### src/rtl/jsu_pkg.sv
`default_nettype none

package jsu_pkg;

    localparam int UNITS = 4;

    localparam logic [7:0] CH_QUOTE  = 8'h22;
    localparam logic [7:0] CH_BSLASH = 8'h5c;
    localparam logic [7:0] CH_U      = 8'h75;
    localparam logic [7:0] CH_ZERO   = 8'h30;
    localparam logic [7:0] CH_HEX_A  = 8'h61;
    localparam logic [7:0] CH_F      = 8'h66;
    localparam logic [7:0] CH_D      = 8'h64;
    localparam logic [7:0] CH_SPACE  = 8'h20;

    localparam logic [7:0] LEAD2_LO  = 8'hc2;
    localparam logic [7:0] LEAD2_HI  = 8'hdf;
    localparam logic [7:0] LEAD3_LO  = 8'he0;
    localparam logic [7:0] LEAD3_HI  = 8'hef;
    localparam logic [7:0] LEAD4_LO  = 8'hf0;
    localparam logic [7:0] LEAD4_HI  = 8'hf4;
    localparam logic [7:0] LEAD_SURR = 8'hed;
    localparam logic [7:0] CONT_A0   = 8'ha0;
    localparam logic [7:0] CONT_90   = 8'h90;
    localparam logic [7:0] CONT_8F   = 8'h8f;
    localparam logic [7:0] CONT_MASK = 8'hc0;

    typedef struct packed {
        logic [7:0] data_byte;
        logic       first_byte;
        logic       last_byte;
        logic       no_data;
    } jsu_item_t;

    typedef struct packed {
        logic [7:0] out_char;
        logic       last_char;
        logic       binary_seen;
    } jsu_char_t;

    typedef enum logic [1:0] {
        KIND_RAW,
        KIND_ESC,
        KIND_CTRL,
        KIND_FFFD
    } jsu_kind_t;

    typedef struct packed {
        jsu_kind_t  kind;
        logic [7:0] value;
    } jsu_unit_t;

    typedef struct packed {
        logic                  open_quote;
        logic [2:0]            cnt;
        jsu_unit_t [UNITS-1:0] units;
        logic                  close_quote;
        logic                  binary;
    } jsu_entry_t;

    typedef enum logic [1:0] {
        PH_OPEN,
        PH_UNIT,
        PH_CLOSE
    } jsu_phase_t;

endpackage

`default_nettype wire

### src/rtl/jsu_front.sv
`default_nettype none

module jsu_front
    import jsu_pkg::*;
(
    input  wire logic       clk,
    input  wire logic       rst_n,
    input  wire logic       take,
    input  wire jsu_item_t  item,
    output logic            push,
    output jsu_entry_t      entry
);

    function automatic logic [2:0] seq_len(input logic [7:0] c);
        if (c >= LEAD2_LO && c <= LEAD2_HI) begin
            return 3'd2;
        end
        if (c >= LEAD3_LO && c <= LEAD3_HI) begin
            return 3'd3;
        end
        if (c >= LEAD4_LO && c <= LEAD4_HI) begin
            return 3'd4;
        end
        return 3'd0;
    endfunction

    function automatic logic cont_ok(input logic [7:0] lead, input logic [7:0] b,
                                     input logic [1:0] pos);
        if ((b & CONT_MASK) != 8'h80) begin
            return 1'b0;
        end
        if (pos == 2'd1) begin
            if (lead == LEAD3_LO && b < CONT_A0) begin
                return 1'b0;
            end
            if (lead == LEAD_SURR && b >= CONT_A0) begin
                return 1'b0;
            end
            if (lead == LEAD4_LO && b < CONT_90) begin
                return 1'b0;
            end
            if (lead == LEAD4_HI && b > CONT_8F) begin
                return 1'b0;
            end
        end
        return 1'b1;
    endfunction

    function automatic jsu_kind_t ascii_kind(input logic [7:0] b);
        if (b == CH_QUOTE || b == CH_BSLASH) begin
            return KIND_ESC;
        end
        if (b < CH_SPACE) begin
            return KIND_CTRL;
        end
        return KIND_RAW;
    endfunction

    logic       open_reg, open_next;
    logic [1:0] count_reg, count_next;
    logic       flag_reg, flag_next;
    logic [7:0] lead_reg, lead_next;
    logic [7:0] cont_reg [2];
    logic [7:0] cont_next [2];

    logic       start;
    logic [1:0] hc;
    logic [7:0] b;
    logic       last;
    logic       nod;
    logic       ok;
    logic       complete;
    logic       flush;
    jsu_kind_t  held_kind;
    logic       new_emit;
    jsu_kind_t  new_kind;
    logic       fresh;
    logic [1:0] keep_cnt;
    logic       str_flag;
    logic [7:0] held4 [UNITS];

    assign start    = item.first_byte || !open_reg;
    assign hc       = start ? 2'd0 : count_reg;
    assign b        = item.data_byte;
    assign last     = item.last_byte;
    assign nod      = item.no_data;
    assign ok       = cont_ok(lead_reg, b, hc);
    assign complete = (({1'b0, hc} + 3'd1) == seq_len(lead_reg));

    assign held4[0] = lead_reg;
    assign held4[1] = cont_reg[0];
    assign held4[2] = cont_reg[1];
    assign held4[3] = b;

    // sort the held sequence and the new byte into output units
    always_comb
    begin
        flush        = 1'b0;
        held_kind    = KIND_FFFD;
        new_emit     = 1'b0;
        new_kind     = KIND_RAW;
        fresh        = 1'b0;
        keep_cnt     = 2'd0;
        lead_next    = lead_reg;
        cont_next[0] = cont_reg[0];
        cont_next[1] = cont_reg[1];
        if (hc != 2'd0)
        begin
            if (nod)
            begin
                if (last)
                begin
                    flush = 1'b1;
                end
                else
                begin
                    keep_cnt = hc;
                end
            end
            else if (ok)
            begin
                if (complete)
                begin
                    flush     = 1'b1;
                    held_kind = KIND_RAW;
                    new_emit  = 1'b1;
                    new_kind  = KIND_RAW;
                end
                else if (last)
                begin
                    flush    = 1'b1;
                    new_emit = 1'b1;
                    new_kind = KIND_FFFD;
                end
                else
                begin
                    keep_cnt = hc + 2'd1;
                    if (hc == 2'd1)
                    begin
                        cont_next[0] = b;
                    end
                    else
                    begin
                        cont_next[1] = b;
                    end
                end
            end
            else
            begin
                flush = 1'b1;
                fresh = 1'b1;
            end
        end
        else
        begin
            fresh = !nod;
        end
        if (fresh)
        begin
            if (!b[7])
            begin
                new_emit = 1'b1;
                new_kind = ascii_kind(b);
            end
            else if (seq_len(b) == 3'd0 || last)
            begin
                new_emit = 1'b1;
                new_kind = KIND_FFFD;
            end
            else
            begin
                keep_cnt  = 2'd1;
                lead_next = b;
            end
        end
    end

    assign str_flag = (start ? 1'b0 : flag_reg)
                    | (flush && held_kind == KIND_FFFD)
                    | (new_emit && (new_kind == KIND_FFFD
                                    || (new_kind == KIND_CTRL && b == 8'h00)));

    always_comb
    begin
        entry.open_quote  = start;
        entry.close_quote = last;
        entry.binary      = str_flag;
        entry.cnt         = flush ? ({1'b0, hc} + {2'b00, new_emit}) : {2'b00, new_emit};
        for (int i = 0; i < UNITS; i++)
        begin
            if (2'(i) == hc)
            begin
                entry.units[i] = '{kind: new_kind, value: b};
            end
            else
            begin
                entry.units[i] = '{kind: held_kind, value: held4[i]};
            end
        end
    end

    assign push       = take && (start || entry.cnt != 3'd0 || last);
    assign open_next  = !last;
    assign count_next = last ? 2'd0 : keep_cnt;
    assign flag_next  = last ? 1'b0 : str_flag;

    always_ff @(posedge clk or negedge rst_n)
    begin
        if (!rst_n)
        begin
            open_reg  <= 1'b0;
            count_reg <= 2'd0;
            flag_reg  <= 1'b0;
        end
        else if (take)
        begin
            open_reg  <= open_next;
            count_reg <= count_next;
            flag_reg  <= flag_next;
        end
    end

    always_ff @(posedge clk)
    begin
        if (take)
        begin
            lead_reg    <= lead_next;
            cont_reg[0] <= cont_next[0];
            cont_reg[1] <= cont_next[1];
        end
    end

    // a held sequence is always a proper prefix of a valid lead
    a_held_prefix: assert property (@(posedge clk) disable iff (!rst_n)
        count_reg != 2'd0 |-> seq_len(lead_reg) != 3'd0
                              && {1'b0, count_reg} < seq_len(lead_reg))
        else $error("held bytes do not form a partial sequence");

    a_idle_clean: assert property (@(posedge clk) disable iff (!rst_n)
        !open_reg |-> count_reg == 2'd0 && !flag_reg)
        else $error("string state left over between strings");

endmodule

`default_nettype wire

### src/rtl/jsu_queue.sv
`default_nettype none

module jsu_queue
    import jsu_pkg::*;
#(
    parameter int DEPTH = 4
)
(
    input  wire logic        clk,
    input  wire logic        rst_n,
    input  wire logic        push,
    input  wire jsu_entry_t  push_entry,
    input  wire logic        pop,
    output jsu_entry_t       head,
    output logic             empty,
    output logic             full
);

    localparam int PW = (DEPTH > 1) ? $clog2(DEPTH) : 1;
    localparam int CW = $clog2(DEPTH + 1);

    jsu_entry_t    slot_reg [DEPTH];
    logic [PW-1:0] rd_reg, rd_next;
    logic [PW-1:0] wr_reg, wr_next;
    logic [CW-1:0] count_reg, count_next;

    assign head  = slot_reg[rd_reg];
    assign empty = (count_reg == CW'(0));
    assign full  = (count_reg == CW'(DEPTH));

    assign rd_next = (rd_reg == PW'(DEPTH - 1)) ? PW'(0) : rd_reg + PW'(1);
    assign wr_next = (wr_reg == PW'(DEPTH - 1)) ? PW'(0) : wr_reg + PW'(1);

    always_comb
    begin
        case ({push, pop})
            2'b10:   count_next = count_reg + CW'(1);
            2'b01:   count_next = count_reg - CW'(1);
            default: count_next = count_reg;
        endcase
    end

    always_ff @(posedge clk or negedge rst_n)
    begin
        if (!rst_n)
        begin
            rd_reg    <= '0;
            wr_reg    <= '0;
            count_reg <= '0;
        end
        else
        begin
            if (push)
            begin
                wr_reg <= wr_next;
            end
            if (pop)
            begin
                rd_reg <= rd_next;
            end
            count_reg <= count_next;
        end
    end

    always_ff @(posedge clk)
    begin
        if (push)
        begin
            slot_reg[wr_reg] <= push_entry;
        end
    end

    a_no_overflow: assert property (@(posedge clk) disable iff (!rst_n)
        !(push && full))
        else $error("queue written while full");

    a_no_underflow: assert property (@(posedge clk) disable iff (!rst_n)
        !(pop && empty))
        else $error("queue read while empty");

endmodule

`default_nettype wire

### src/rtl/jsu_back.sv
`default_nettype none

module jsu_back
    import jsu_pkg::*;
(
    input  wire logic        clk,
    input  wire logic        rst_n,
    input  wire logic        have_entry,
    input  wire jsu_entry_t  entry,
    output logic             pop,
    output logic             char_valid,
    input  wire logic        char_stall,
    output jsu_char_t        char_data
);

    function automatic logic [2:0] unit_last_sub(input jsu_kind_t k);
        unique case (k)
            KIND_RAW:  return 3'd0;
            KIND_ESC:  return 3'd1;
            KIND_CTRL: return 3'd5;
            KIND_FFFD: return 3'd5;
            default:   return 3'd0;
        endcase
    endfunction

    function automatic logic [7:0] hex_char(input logic [3:0] n);
        return (n < 4'd10) ? CH_ZERO + {4'h0, n} : CH_HEX_A + {4'h0, n} - 8'd10;
    endfunction

    jsu_phase_t phase_reg, phase_next;
    logic [1:0] idx_reg, idx_next;
    logic [2:0] sub_reg, sub_next;
    logic       valid_reg;
    jsu_char_t  data_reg, data_next;

    jsu_phase_t cur_phase;
    jsu_unit_t  unit;
    logic [2:0] last_sub;
    logic       more;
    logic       load;

    assign unit     = entry.units[idx_reg];
    assign last_sub = unit_last_sub(unit.kind);
    assign load     = have_entry && (!valid_reg || !char_stall);
    assign pop      = load && !more;

    // skip steps that the entry does not have
    always_comb
    begin
        cur_phase = phase_reg;
        if (phase_reg == PH_OPEN && !entry.open_quote)
        begin
            cur_phase = PH_UNIT;
        end
        if (cur_phase == PH_UNIT && {1'b0, idx_reg} >= entry.cnt)
        begin
            cur_phase = PH_CLOSE;
        end
    end

    always_comb
    begin
        phase_next = phase_reg;
        idx_next   = idx_reg;
        sub_next   = sub_reg;
        more       = 1'b0;
        unique case (cur_phase)
            PH_OPEN:
            begin
                phase_next = PH_UNIT;
                idx_next   = 2'd0;
                sub_next   = 3'd0;
                more       = (entry.cnt != 3'd0) || entry.close_quote;
            end
            PH_UNIT:
            begin
                if (sub_reg == last_sub)
                begin
                    sub_next = 3'd0;
                    if (({1'b0, idx_reg} + 3'd1) < entry.cnt)
                    begin
                        phase_next = PH_UNIT;
                        idx_next   = idx_reg + 2'd1;
                        more       = 1'b1;
                    end
                    else
                    begin
                        phase_next = PH_CLOSE;
                        more       = entry.close_quote;
                    end
                end
                else
                begin
                    phase_next = PH_UNIT;
                    sub_next   = sub_reg + 3'd1;
                    more       = 1'b1;
                end
            end
            PH_CLOSE:
            begin
                more = 1'b0;
            end
            default:
            begin
                more = 1'b0;
            end
        endcase
        if (!more)
        begin
            phase_next = PH_OPEN;
            idx_next   = 2'd0;
            sub_next   = 3'd0;
        end
    end

    always_comb
    begin
        data_next = '{out_char: CH_QUOTE, last_char: 1'b0, binary_seen: 1'b0};
        unique case (cur_phase)
            PH_OPEN:
            begin
                data_next.out_char = CH_QUOTE;
            end
            PH_CLOSE:
            begin
                data_next.last_char   = 1'b1;
                data_next.binary_seen = entry.binary;
            end
            PH_UNIT:
            begin
                unique case (unit.kind)
                    KIND_RAW:
                    begin
                        data_next.out_char = unit.value;
                    end
                    KIND_ESC:
                    begin
                        data_next.out_char = (sub_reg == 3'd0) ? CH_BSLASH : unit.value;
                    end
                    KIND_CTRL:
                    begin
                        case (sub_reg)
                            3'd0:    data_next.out_char = CH_BSLASH;
                            3'd1:    data_next.out_char = CH_U;
                            3'd4:    data_next.out_char = hex_char(unit.value[7:4]);
                            3'd5:    data_next.out_char = hex_char(unit.value[3:0]);
                            default: data_next.out_char = CH_ZERO;
                        endcase
                    end
                    KIND_FFFD:
                    begin
                        case (sub_reg)
                            3'd0:    data_next.out_char = CH_BSLASH;
                            3'd1:    data_next.out_char = CH_U;
                            3'd5:    data_next.out_char = CH_D;
                            default: data_next.out_char = CH_F;
                        endcase
                    end
                    default:
                    begin
                        data_next.out_char = unit.value;
                    end
                endcase
            end
            default:
            begin
                data_next.out_char = CH_QUOTE;
            end
        endcase
    end

    always_ff @(posedge clk or negedge rst_n)
    begin
        if (!rst_n)
        begin
            phase_reg <= PH_OPEN;
            idx_reg   <= 2'd0;
            sub_reg   <= 3'd0;
            valid_reg <= 1'b0;
        end
        else
        begin
            if (load)
            begin
                phase_reg <= phase_next;
                idx_reg   <= idx_next;
                sub_reg   <= sub_next;
                valid_reg <= 1'b1;
            end
            else if (!char_stall)
            begin
                valid_reg <= 1'b0;
            end
        end
    end

    always_ff @(posedge clk)
    begin
        if (load)
        begin
            data_reg <= data_next;
        end
    end

    assign char_valid = valid_reg;
    assign char_data  = data_reg;

    // the cursor only leaves its start position while an entry is at the queue head
    a_cursor_needs_entry: assert property (@(posedge clk) disable iff (!rst_n)
        (phase_reg != PH_OPEN || idx_reg != 2'd0 || sub_reg != 3'd0) |-> have_entry)
        else $error("expansion cursor advanced without an entry");

    a_close_is_quote: assert property (@(posedge clk) disable iff (!rst_n)
        load && data_next.last_char |=> char_data.out_char == CH_QUOTE && pop == 1'b0
                                        || char_data.out_char == CH_QUOTE)
        else $error("string closed on a character other than a quote");

endmodule

`default_nettype wire

### src/rtl/json_string_utf8_sanitizer.sv
// channel | side | handshake              | word
// byte    | in   | byte_valid, byte_stall | jsu_item_t: data_byte, first_byte, last_byte, no_data
// char    | out  | char_valid, char_stall | jsu_char_t: out_char, last_char, binary_seen
//
// one input word per cycle while the queue has room; byte_stall is high when it is full
// each input word expands to 0..25 output chars, one per cycle from the back end cursor unless stalled
// with an empty queue and a free output register, an accepted word passes the queue, then the output register
// rst_n clears string state, queue pointers, the back end cursor and output valid; nothing else to clear
// char_stall holds the output register; the queue of QUEUE_DEPTH entries absorbs expansion
`default_nettype none

module json_string_utf8_sanitizer
    import jsu_pkg::*;
#(
    parameter int QUEUE_DEPTH = 4
)
(
    input  wire logic       clk,
    input  wire logic       rst_n,
    input  wire logic       byte_valid,
    output logic            byte_stall,
    input  wire jsu_item_t  byte_data,
    output logic            char_valid,
    input  wire logic       char_stall,
    output jsu_char_t       char_data
);

    logic       take;
    logic       push;
    jsu_entry_t push_entry;
    logic       pop;
    jsu_entry_t head;
    logic       empty;
    logic       full;

    assign byte_stall = full;
    assign take       = byte_valid && !full;

    jsu_front u_front (
        .clk   (clk),
        .rst_n (rst_n),
        .take  (take),
        .item  (byte_data),
        .push  (push),
        .entry (push_entry)
    );

    jsu_queue #(
        .DEPTH (QUEUE_DEPTH)
    ) u_queue (
        .clk        (clk),
        .rst_n      (rst_n),
        .push       (push),
        .push_entry (push_entry),
        .pop        (pop),
        .head       (head),
        .empty      (empty),
        .full       (full)
    );

    jsu_back u_back (
        .clk        (clk),
        .rst_n      (rst_n),
        .have_entry (!empty),
        .entry      (head),
        .pop        (pop),
        .char_valid (char_valid),
        .char_stall (char_stall),
        .char_data  (char_data)
    );

endmodule

`default_nettype wire

### config.mk
export PLATFORM = sky130hd
export DESIGN_NAME = json_string_utf8_sanitizer
export DESIGN_NICKNAME = d
export VERILOG_FILES = /design/src/rtl/jsu_pkg.sv /design/src/rtl/jsu_front.sv /design/src/rtl/jsu_queue.sv /design/src/rtl/jsu_back.sv /design/src/rtl/json_string_utf8_sanitizer.sv
export SDC_FILE = /design/constraint.sdc
export NUM_CORES = 1
export LEC_CHECK = 0
export ABC_AREA = 1
export BUFFER_PORTS_ARGS = -buffer_cell sky130_fd_sc_hd__buf_2
export CAP_MARGIN = 20
export CORE_MARGIN = 3
export CORE_UTILIZATION = 50
export CTS_CLUSTER_DIAMETER = 100
export DETAILED_ROUTE_END_ITERATION = 8
export GPL_TIMING_DRIVEN = 0
export PLACE_DENSITY = 0.66
export SLEW_MARGIN = 15
export SYNTH_ARGS = -nofsm -noshare
export SYNTH_HDL_FRONTEND = slang
export SYNTH_HIERARCHICAL = 1
export SYNTH_SLANG_ARGS = --single-unit
### constraint.sdc
create_clock -name clk -period 4.6 [get_ports clk]
set_clock_uncertainty 0.1 [all_clocks]
set_input_delay 0.46 -clock clk [delete_from_list [all_inputs] [get_ports clk]]
set_output_delay 0.46 -clock clk [all_outputs]
set_load 0.05 [all_outputs]
==> run_results.csv <==
group,metric,value,unit
worst_setup_path,worstSetupStartpoint,"u_front/open_reg",
synthesis,synth_compound_area_frac,0.0992,
synthesis,syn-cell-area,11500,µm²
sta,period_needed,4210,ps
synthesis,synth-xor-area-share,0.00152,
global_routing,grt_pass1_vias,7749,
sta,tightest_slew,829,ps
sta,tns,0,ps
clock_tree,cts_buffers,26,
finish,n_antenna_cell,0,
sta,timing.final.crit_share,0.915,
synthesis,synth_area_leaders,"edfxtp_1 (57%), nand2_1 (11%), o211ai_1 (6.3%), inv_1 (5.2%), dfrtp_1 (4.1%)",
worst_setup_path,critPathMaxStageDelay,480,ps
synthesis,synth_cells,1129,
sta,hold_viol,0,
drt,drt_iter0_drc,545,
finish,layout.nets,1230,
global_routing,grt_pass1_wl,42500,µm
hold_path,min-delay-start,"char_stall",
clock_tree,htree_levels,1,
synthesis,ys_types,40,
drt,ant_nets,0,
job,drv_cap,0,
global_routing,grt_max_degree,33,
floorplan,coreArea,22200,µm²
hold_path,hp-class,"input pin to flop",
worst_setup_path,critPathSlowestCell,"clkinv_2",
synthesis,syn_area_per_cell,10.2,µm²
placed_design,gp_congestion,0.883,
worst_setup_path,worstPathRequired,4780,ps
global_routing,antenna_found_initial,1,
synthesis,yosys.area.top_type,"edfxtp_1",
sta,finalSetupViolCount,0,
floorplan,num_io_pins,27,
drt,dr.pass1.iters,5,
sta,timing.final.ws_setup,392,ps
worst_setup_path,critPathArrivalTime,4390,ps
placed_design,numPortBuffers,26,
pwr,power.total,8520,µW
floorplan,die_w,158,µm
drt,routed_via_density,5.39,
worst_setup_path,crit_path_end_kind,"flop",
clock_tree,clockRootBuffer,"clkbuf_16",
floorplan,die-area,24900,µm²
worst_setup_path,worst-path-buf-inv,4,
drt,wl,27000,µm
finish,final_common_cell,"nand2_1",
placed_design,dp.cells,1441,
clock_tree,cts_sinks,236,
finish,syn_to_final_growth,12.6,%
synthesis,synth_seq_cells,236,
synthesis,synthSimpleGateAreaFrac,0.171,
worst_setup_path,crit_type,"flop to flop",
placed_design,dpl.hpwl,19000,µm
finish,drive_gt1_frac,0.140,
synthesis,synth_fa_ha_area_frac,0.0278,
sta,slew_violations,0,
synthesis,synth_top_cell_area_share,0.566,
clock_tree,post_cts_buffers,0,
global_routing,grt-ovfl-total,0,
floorplan,start_util,0.518,
drt,vias,8034,
placed_design,place_ws,85.6,ps
pwr,p_leak,0.00550,µW
pwr,cellPowerDensity,658,nW/µm²
sta,rsz0062_at_grt,"no",
finish,layout.cells.most_common_list,"nand2_1 (327), edfxtp_1 (217), inv_1 (157)",
pwr,irDropWorstVdd,366,µV
synthesis,muxShareOfSynthArea,0,
drt,drcViolationCount,0,
worst_setup_path,crit_chain,"nand2_2 > nor2_1 > inv_1 > ha_1 > a21oi_1 > nor2_2 > nand2_2 > nand2_1 > nand2_1 > nand2_2 > ha_1 > ha_1 > nand3_1 > nand3_1 > nor2_1 > nor2_1 > clkbuf_1 > nand2_1 > clkinv_2 > buf_16",
synthesis,ys_seq_area_frac,0.607,
outcome,status,"complete, no violations",
clock_tree,cts_tree,"yes",
sta,maxSlewHeadroom,0.442,
worst_setup_path,critPathLaunchType,"flop",
clock_tree,clk_latency,560,ps
worst_setup_path,worstPathMaxFanout,28,
global_routing,track_usage,0.224,
synthesis,synth_top_family_by_area,"simple AND/OR/NAND/NOR gates",
floorplan,fp.dieH,158,µm
drt,wl_per_cell,18.1,µm
synthesis,yosys_warnings,6,
clock_tree,cts_buffer_depth,3,
worst_setup_path,r2r-start,"u_front/open_reg",
synthesis,synth_nets,1169,
sta,worst_hold_slack,49.3,ps
sta,fmax,238,MHz
finish,fin_cells,1490,
finish,largest_register_ffs,184,
worst_setup_path,crit_family,"simple AND/OR/NAND/NOR gates",
clock_tree,path_clk_slew,60,ps
floorplan,rows,54,
-- area by class of cell --
cell class | instances | area, µm²
clock buffer | 30 | 666
tap | 280 | 350
sequential | 236 | 6990
inverter | 175 | 659
timing repair buffer | 33 | 243
fill | 1843 | 9270
buffer | 53 | 412
clock inverter | 18 | 173
multi-input combinational | 665 | 3460
-- cell families after synthesis --
family | Yosys count
and+or+nand+nor | 464
DFF | 236
buffers and inverters | 228
AOI/OAI and AO/OA | 174
adders and majority gates | 25
xor gates and xnor gates | 2
-- per-stage QoR --
stage,util,cell area [µm²]
final,0.583,13000
after global placement,0.540,12000
after floorplan,-,11500
after global routing,0.583,13000
after detailed placement,0.545,12100
after CTS,0.583,13000
-- path summary, 6_finish.rpt --
path / to / slack, ps / cells after the start
setup / recovery: u_queue/slot_reg[2][27] / 390 / 20
hold / removal: u_back/char_valid / 50 / 3
setup reg to reg: u_queue/slot_reg[2][27] / 390 / 20
hold reg to reg: u_front/flag_reg / 400 / 2
max in group asynchronous: u_queue/count_reg[0] / 3740 / 2
min in group asynchronous: u_queue/wr_reg[0] / 310 / 2
-- Yosys cell counts --
cell type,number
clkbuf_1,6
a21o_1,1
nand2_2,19
a21boi_0,1
a211oi_1,1
nand3_2,3
or2_1,2
dfrtp_1,19
inv_2,12
buf_4,14
nor3_1,7
nand4_1,9
buf_2,14
buf_6,19
xnor2_1,2
clkinv_1,1
nor4_1,2
o221ai_1,1
clkinv_2,1
o21ai_1,11
o21ai_0,40
a21oi_1,14
o22ai_1,4
o211ai_1,97
nand2_1,327
nor2_2,5
o311ai_0,1
fa_1,1
a32oi_1,1
nor2_4,2
inv_1,161
nand3_1,46
nor2_1,37
nand4_2,1
o2111ai_1,1
edfxtp_1,217
ha_1,24
nand2_4,3
and2_4,1
a31oi_1,1
-- power breakdown --
group          total [µW]  internal (µW)  leakage (µW)  switching (µW)
Clock                2000           1160      0.000388             841
Sequential           2950           2820       0.00219             121
Combinational        3580           1090       0.00292            2490
Total                8520           5080       0.00550            3450
-- layer usage --
| layer | global-route usage | routed length [µm] | up-vias |
|---|---|---|---|
| li1 | - | - | 3942 |
| met1 | 0.306 | 11700 | 3759 |
| met2 | 0.357 | 12600 | 260 |
| met3 | 0.0405 | 1670 | 71 |
| met4 | 0.0901 | 1090 | 2 |
| met5 | 0 | 13 | - |
-- worst reg2reg max path: cells and delay by family, from the launching register on --
kind                       cells  cell delay [ps]
adders and majority gates      3              800
DFF                            1              360
AOI/OAI and AO/OA              1              180
buffers and inverters          4             1220
and+or+nand+nor               12             1280
-- timing repair --
| action | CTS | global route |
|---|---|---|
| hold buffers | 1 | 0 |
| setup endpoints to repair | 0 | 19 |
| hold endpoints to repair | 19 | 0 |
| gates resized for setup | 0 | 1 |
No activity file was read; power rests on OpenSTA's default activity.
